--- src/hdl/irmq_pkg.sv ---
package irmq_pkg;

  localparam int unsigned DEPTH_DEFAULT = 16;
  localparam logic [31:0] IDENT_RESET = 32'hFFFF_FFFE;
  localparam logic [31:0] MAX_XFER_RESET = 32'd256;
  localparam int unsigned BYTE_SHIFT = 9;

  localparam logic [1:0] CFG_MERGE_ENABLE = 2'd0;
  localparam logic [1:0] CFG_MAX_XFER = 2'd1;
  localparam logic [1:0] CFG_UNIT_MISSING = 2'd2;

  localparam logic [2:0] ST_MERGED = 3'd0;
  localparam logic [2:0] ST_NEW = 3'd1;
  localparam logic [2:0] ST_ERROR = 3'd2;
  localparam logic [2:0] ST_TAKEN = 3'd3;
  localparam logic [2:0] ST_EMPTY = 3'd4;

  localparam logic FUNC_SUBMIT = 1'b0;
  localparam logic FUNC_TAKE = 1'b1;

  typedef struct packed {
    logic        func;
    logic        is_write;
    logic [63:0] start_sector;
    logic [63:0] end_sector;
    logic [31:0] transfer_length;
  } in_item_t;

  typedef struct packed {
    logic [2:0]  status;
    logic [3:0]  slot;
    logic [31:0] request_id;
    logic        out_is_write;
    logic [63:0] out_start;
    logic [63:0] out_end;
    logic [31:0] out_length;
    logic        wake_consumer;
  } out_item_t;

  // one table entry as stored in the memory
  typedef struct packed {
    logic        wr;
    logic [63:0] start;
    logic [63:0] fin;
    logic [63:0] limit;
    logic [31:0] bytes;
    logic [31:0] ident;
  } entry_t;

  // outcome of checking one entry against a request
  typedef struct packed {
    logic   hit;
    entry_t upd;
  } merge_res_t;

endpackage

--- src/hdl/irmq_merge.sv ---
module irmq_merge (
  input  irmq_pkg::entry_t     ent,
  input  logic                 req_wr,
  input  logic [63:0]          req_start,
  input  logic [63:0]          req_end,
  input  logic [63:0]          req_limit,
  output irmq_pkg::merge_res_t res
);
  import irmq_pkg::*;

  logic [63:0] new_end;
  logic [63:0] span;

  always_comb begin
    res.hit = 1'b0;
    res.upd = ent;
    new_end = (req_end > ent.fin) ? req_end : ent.fin;
    if (ent.wr == req_wr) begin
      if (req_start >= ent.start) begin
        res.hit = (req_start <= ent.fin) && (req_end < ent.limit);
        res.upd.fin = new_end;
      end else begin
        res.hit = (req_end >= ent.start) && (req_end < ent.limit) && (ent.fin < req_limit);
        res.upd.start = req_start;
        res.upd.limit = req_limit;
        res.upd.fin = new_end;
      end
    end
    span = res.upd.fin - res.upd.start;
    // grow case without extension leaves bytes untouched
    if ((req_start >= ent.start) && !(req_end > ent.fin)) begin
      res.upd.bytes = ent.bytes;
    end else begin
      res.upd.bytes = 32'(span << BYTE_SHIFT);
    end
  end

endmodule

--- config.mk ---
export PLATFORM = sky130hd
export DESIGN_NAME = irmq_merge
export DESIGN_NICKNAME = d
export VERILOG_FILES = /design/src/hdl/irmq_pkg.sv /design/src/hdl/irmq_merge.sv
export SDC_FILE = /design/constraint.sdc
export NUM_CORES = 1
export LEC_CHECK = 0
export BUFFER_PORTS_ARGS = -buffer_cell sky130_fd_sc_hd__buf_2
export CAP_MARGIN = 0
export CORE_AREA = 2 2 275 277
export DETAILED_ROUTE_END_ITERATION = 10
export DIE_AREA = 0 0 277 279
export PLACE_DENSITY = 0.42
export SETUP_SLACK_MARGIN = 0.05
export SLEW_MARGIN = 20
export SYNTH_ARGS = -nofsm -noshare
export SYNTH_HDL_FRONTEND = slang
export SYNTH_SLANG_ARGS = --single-unit
--- constraint.sdc ---
create_clock -name vclk -period 15.24
set_input_delay 3.048 -clock vclk [all_inputs]
set_output_delay 3.048 -clock vclk [all_outputs]
set_load 0.02 [all_outputs]
---- Word level (Yosys, flattened, before mapping) ----
Cells that the tools add are included.
storage, ports and cells
  bits in registers ....................... 0
  input port bits ......................... 450
  output and inout bits ................... 258
  word-level logic and storage cells ...... 20
operators by class
  $add $sub $neg .......................... 1
  $lt $le $gt $ge ......................... 6
  equal/unequal tests ..................... 1
  multiplexer cells ....................... 7
  reductions and logical operators ........ 5
operators with widths
  operator             count
  $mux W192            1
  $mux W64             3
  $ge A64 B64 Y1       2
  $lt A64 B64 Y1       2
  $gt A64 B64 Y1       1
  $le A64 B64 Y1       1
  $mux W32             1
  $sub A23 B23 Y23     1
  $logic_and A1 B1 Y1  4
  $mux W1              2
  $eq A1 B1 Y1         1
  $logic_not A1 Y1     1

---- Logic depth before layout (Yosys ltp) ----
  depth after elaboration ................. 5
  gate-level depth with buffers ........... 23
  gate-level depth less buffers ........... 21

---- Least setup slack after synthesis ----
No wires, ideal clock.
  path kind ............................... input to output
  start point ............................. input req_start[0]
  end point ............................... output res[60] (netlist bit)
  data arrival time ....................... 7.831 ns
  setup slack ............................. 4.361 ns
  stages on the path ...................... 21
  path buffers ............................ 2
  cell sequence ........................... inv_1 ha_1 nand2b_1 a2111o_1 a31oi_1 o211ai_1 a211oi_2 o211ai_1 clkbuf_1 clkbuf_1 o21ai_0 ha_1 nor2b_1 o21a_1 o21ai_1 a211oi_1 o41ai_1 o311ai_0 a21oi_1 xor2_1 o21ai_0
RTL lines
  what                RTL line         source
  start: declaration  irmq_merge.sv:4  input logic [63:0] req_start,
  end: declaration    irmq_merge.sv:7  output irmq_pkg::merge_res_t res

==> key figures <==
Run status
  – Status: completed

Routing
  – First-pass detailed-route iteration total: 4
  – Drc violations: 0
  – WL final: 68.1 mm
  – Wire per inst: 20.5 µm
  – Final antenna-violating net count: 0
  – Detail-routed via count per cell: 4.39
  – Vias: 14537
  – DR iter-0 viols: 501

STA
  – Slew headroom: 0.261
  – Fin crit period: 12600 ps
  – Pins Over Slew Limit: 0
  – Setup TNS: 0 ps
  – Highest clock rate: 0.0794 GHz
  – Slew @ Worst Pin: 1110 ps
  – RSZ-0062 raised after global routing: no
  – Final hold vios: 0
  – Setup violators final: 0
  – Final Cycle Share: 0.827

Worst setup path
  – CP cell instances: buf_2, inv_1, ha_1, a21oi_1, o21ai_1, a221oi_1, o211ai_1, a211oi_2, o211ai_1, buf_4, mux2i_1, ha_1, or4_1, o211a_1, o21bai_1, a31oi_1, nand2b_1, a221oi_1, xor3_1, mux2_2, buf_2
  – Crit path kind: in2out
  – Worst-path maximum fanout: 44
  – Buf/Inv on CP: 4
  – Startpoint Class: input pin
  – Worst Setup End Kind: output pin
  – WP data required: 12190 ps
  – Max incr delay on CP: 940 ps
  – Worst EP arrival: 9550 ps
  – Slowest CP cell: a221oi_1
  – Top cell family by delay on the critical path: compound AO/OA/AOI/OAI gates

Layout
  – Number of nets in the layout: 3200
  – Most common cell after layout, fill and taps aside: buf_2
  – Commonest non-fill, non-tap cells in the layout: buf_2, ha_1, inv_1
  – Share of cells above drive strength 1: 0.328
  – Area grow syn2layout: 31.9%
  – Register Area: 0 µm²
  – Seq Cell Count: 0
  – FILL cells: 8508
  – Clkbuf count: 0
  – Non-filler cells in the finished layout: 3315

Pwr
  – VDD IR max: 0.0366 mV
  – Pleak: 9.83 nW
  – Pwr dens: 46.2 mW/mm²

Hold path
  – Hold Crit Class: in2out
  – Hold Path Stages: 0
  – Worst Hold End: res[31]
  – Worst hold start: ent[31]

Yosys
  – Synth Area in Adders: 0.392
  – Cell Area, Synth: 0.0129 mm²
  – Post-Synthesis Cells: 1757
  – Area share of the largest cell type after synthesis: 0.391
  – Post-synthesis compound-gate area fraction: 0.219
  – Ranking of synthesized cells by area: ha_1, mux2_2, inv_1
  – Largest family of logic cells by synthesized area: adder cells
  – Mux cell area share after synthesis: 0.113
  – Seq/Total Area, Yosys: 0
  – Yosys Warn Count: 0
  – Syn Nets: 2612
  – Mapped Avg Cell Area: 7.36 µm²
  – Synth unique cells: 60
  – Area leader, netlist: ha_1
  – Synth Area in Simple Gates: 0.147
  – Synthesized-area fraction occupied by xor and xnor cells: 0.0140

GRT
  – GR Overflow Total: 0
  – Antenna violations before repair: 7
  – Vias in the first global route: 15027
  – Largest net degree at the start of global routing: 140
  – Grt met3 use: 0.0137
  – Met2 GRT Util: 0.322
  – Met1 Track Usage GR: 0.206
  – First-pass GRT wire length: 97.4 mm
  – Total track usage: 0.168
  – GR peak layer: met2

Floorplanning
  – Cell row count: 100
  – IO Count: 708
  – Die area: 0.0773 mm²
  – Die height: 279 µm
  – Initial Util: 0.175
  – Core ar.: 0.0741 mm²
  – Die width: 277 µm

Placed design
  – Post-detail-place hpwl: 62.6 mm
  – Number of buffers added on ports: 644
  – Placed instance count: 3312
  – GPL Wtd Cong: 0.902

Clock network
  – Cts hold-fix bufs: 0
  – Postcts setup bufs: 0
  – PostCTS Resize Cnt: 0

Flow run
  – Max-capacitance violation count: 0
[worst max path at each step]
stage            startpoint  endpoint  slack, ps  cells after the start
6_report           ent[217]   res[63]       2640                     21
5_1_grt            ent[217]   res[63]       2140                     22
4_1_cts            ent[217]   res[63]       2370                     22
3_5_place_dp       ent[217]   res[63]       2390                     22
3_3_place_gp       ent[231]   res[63]       2300                     22
2_1_floorplan  req_start[0]   res[60]       4360                     21
[final cells by class]
cell class / instances / area [µm²] / area share
well taps: 969 / 1210 / 0.0711
repair buffers: 651 / 3290 / 0.193
inverters: 291 / 1090 / 0.0640
diodes: 3 / 7.51 / 0.000440
multi-input cells: 1401 / 11500 / 0.672
[per-layer routing]
metal	wire (µm)	up-vias
met5	39	-
met4	990	6
met3	2280	58
met2	34900	420
met1	29900	6549
li1	-	7504
[report_power, final]
part / internal [mW] / switching (mW)
Sequential: 0 / 0
Clock: 0.0000000192 / 0
Combinational: 0.302 / 0.487
[cell usage after synthesis (4+ instances only)]
master and n:
a211oi_1 17, a21o_1 72, a21oi_1 123, a221oi_1 11, a31oi_1 10, and2_1 10
and3_1 8, and4_1 7, buf_2 13, buf_4 33, clkbuf_1 17, ha_1 404
inv_1 291, mux2_2 109, mux2i_1 21, nand2_1 147, nand2b_1 10, nand3_1 21
nand4_1 68, nor2_1 51, nor2b_1 17, nor3_1 20, nor4_1 5, o211ai_1 18
o21a_1 17, o21ai_0 147, o21ai_1 6, o21bai_1 6, o31ai_1 4, or3_1 6
xnor2_1 6, xor2_1 12
[kinds of logic after synthesis]
family,count (synthesis)
muxes,132
AOI/OAI and AO/OA,464
adders and majority gates,405
and+or+nand+nor,381
buffers and inverters,356
xor gates and xnor gates,19
[stage by stage]
stage | cell area [µm²] | total power, mW | utilization | hold WS (ps) | setup WS (ps)
after floorplan | 12900 | 0.491 | - | 6210 | 4360
after global placement | 17000 | 0.804 | 0.230 | 6100 | 2300
after detailed placement | 17000 | 0.797 | 0.230 | 6100 | 2390
after CTS | 17000 | 0.802 | 0.230 | 6100 | 2370
after global routing | 17100 | 0.872 | 0.230 | 6100 | 2140
final | 17100 | 0.789 | 0.230 | 6100 | 2640
Note: power is estimated with default switching activity, not from simulation.
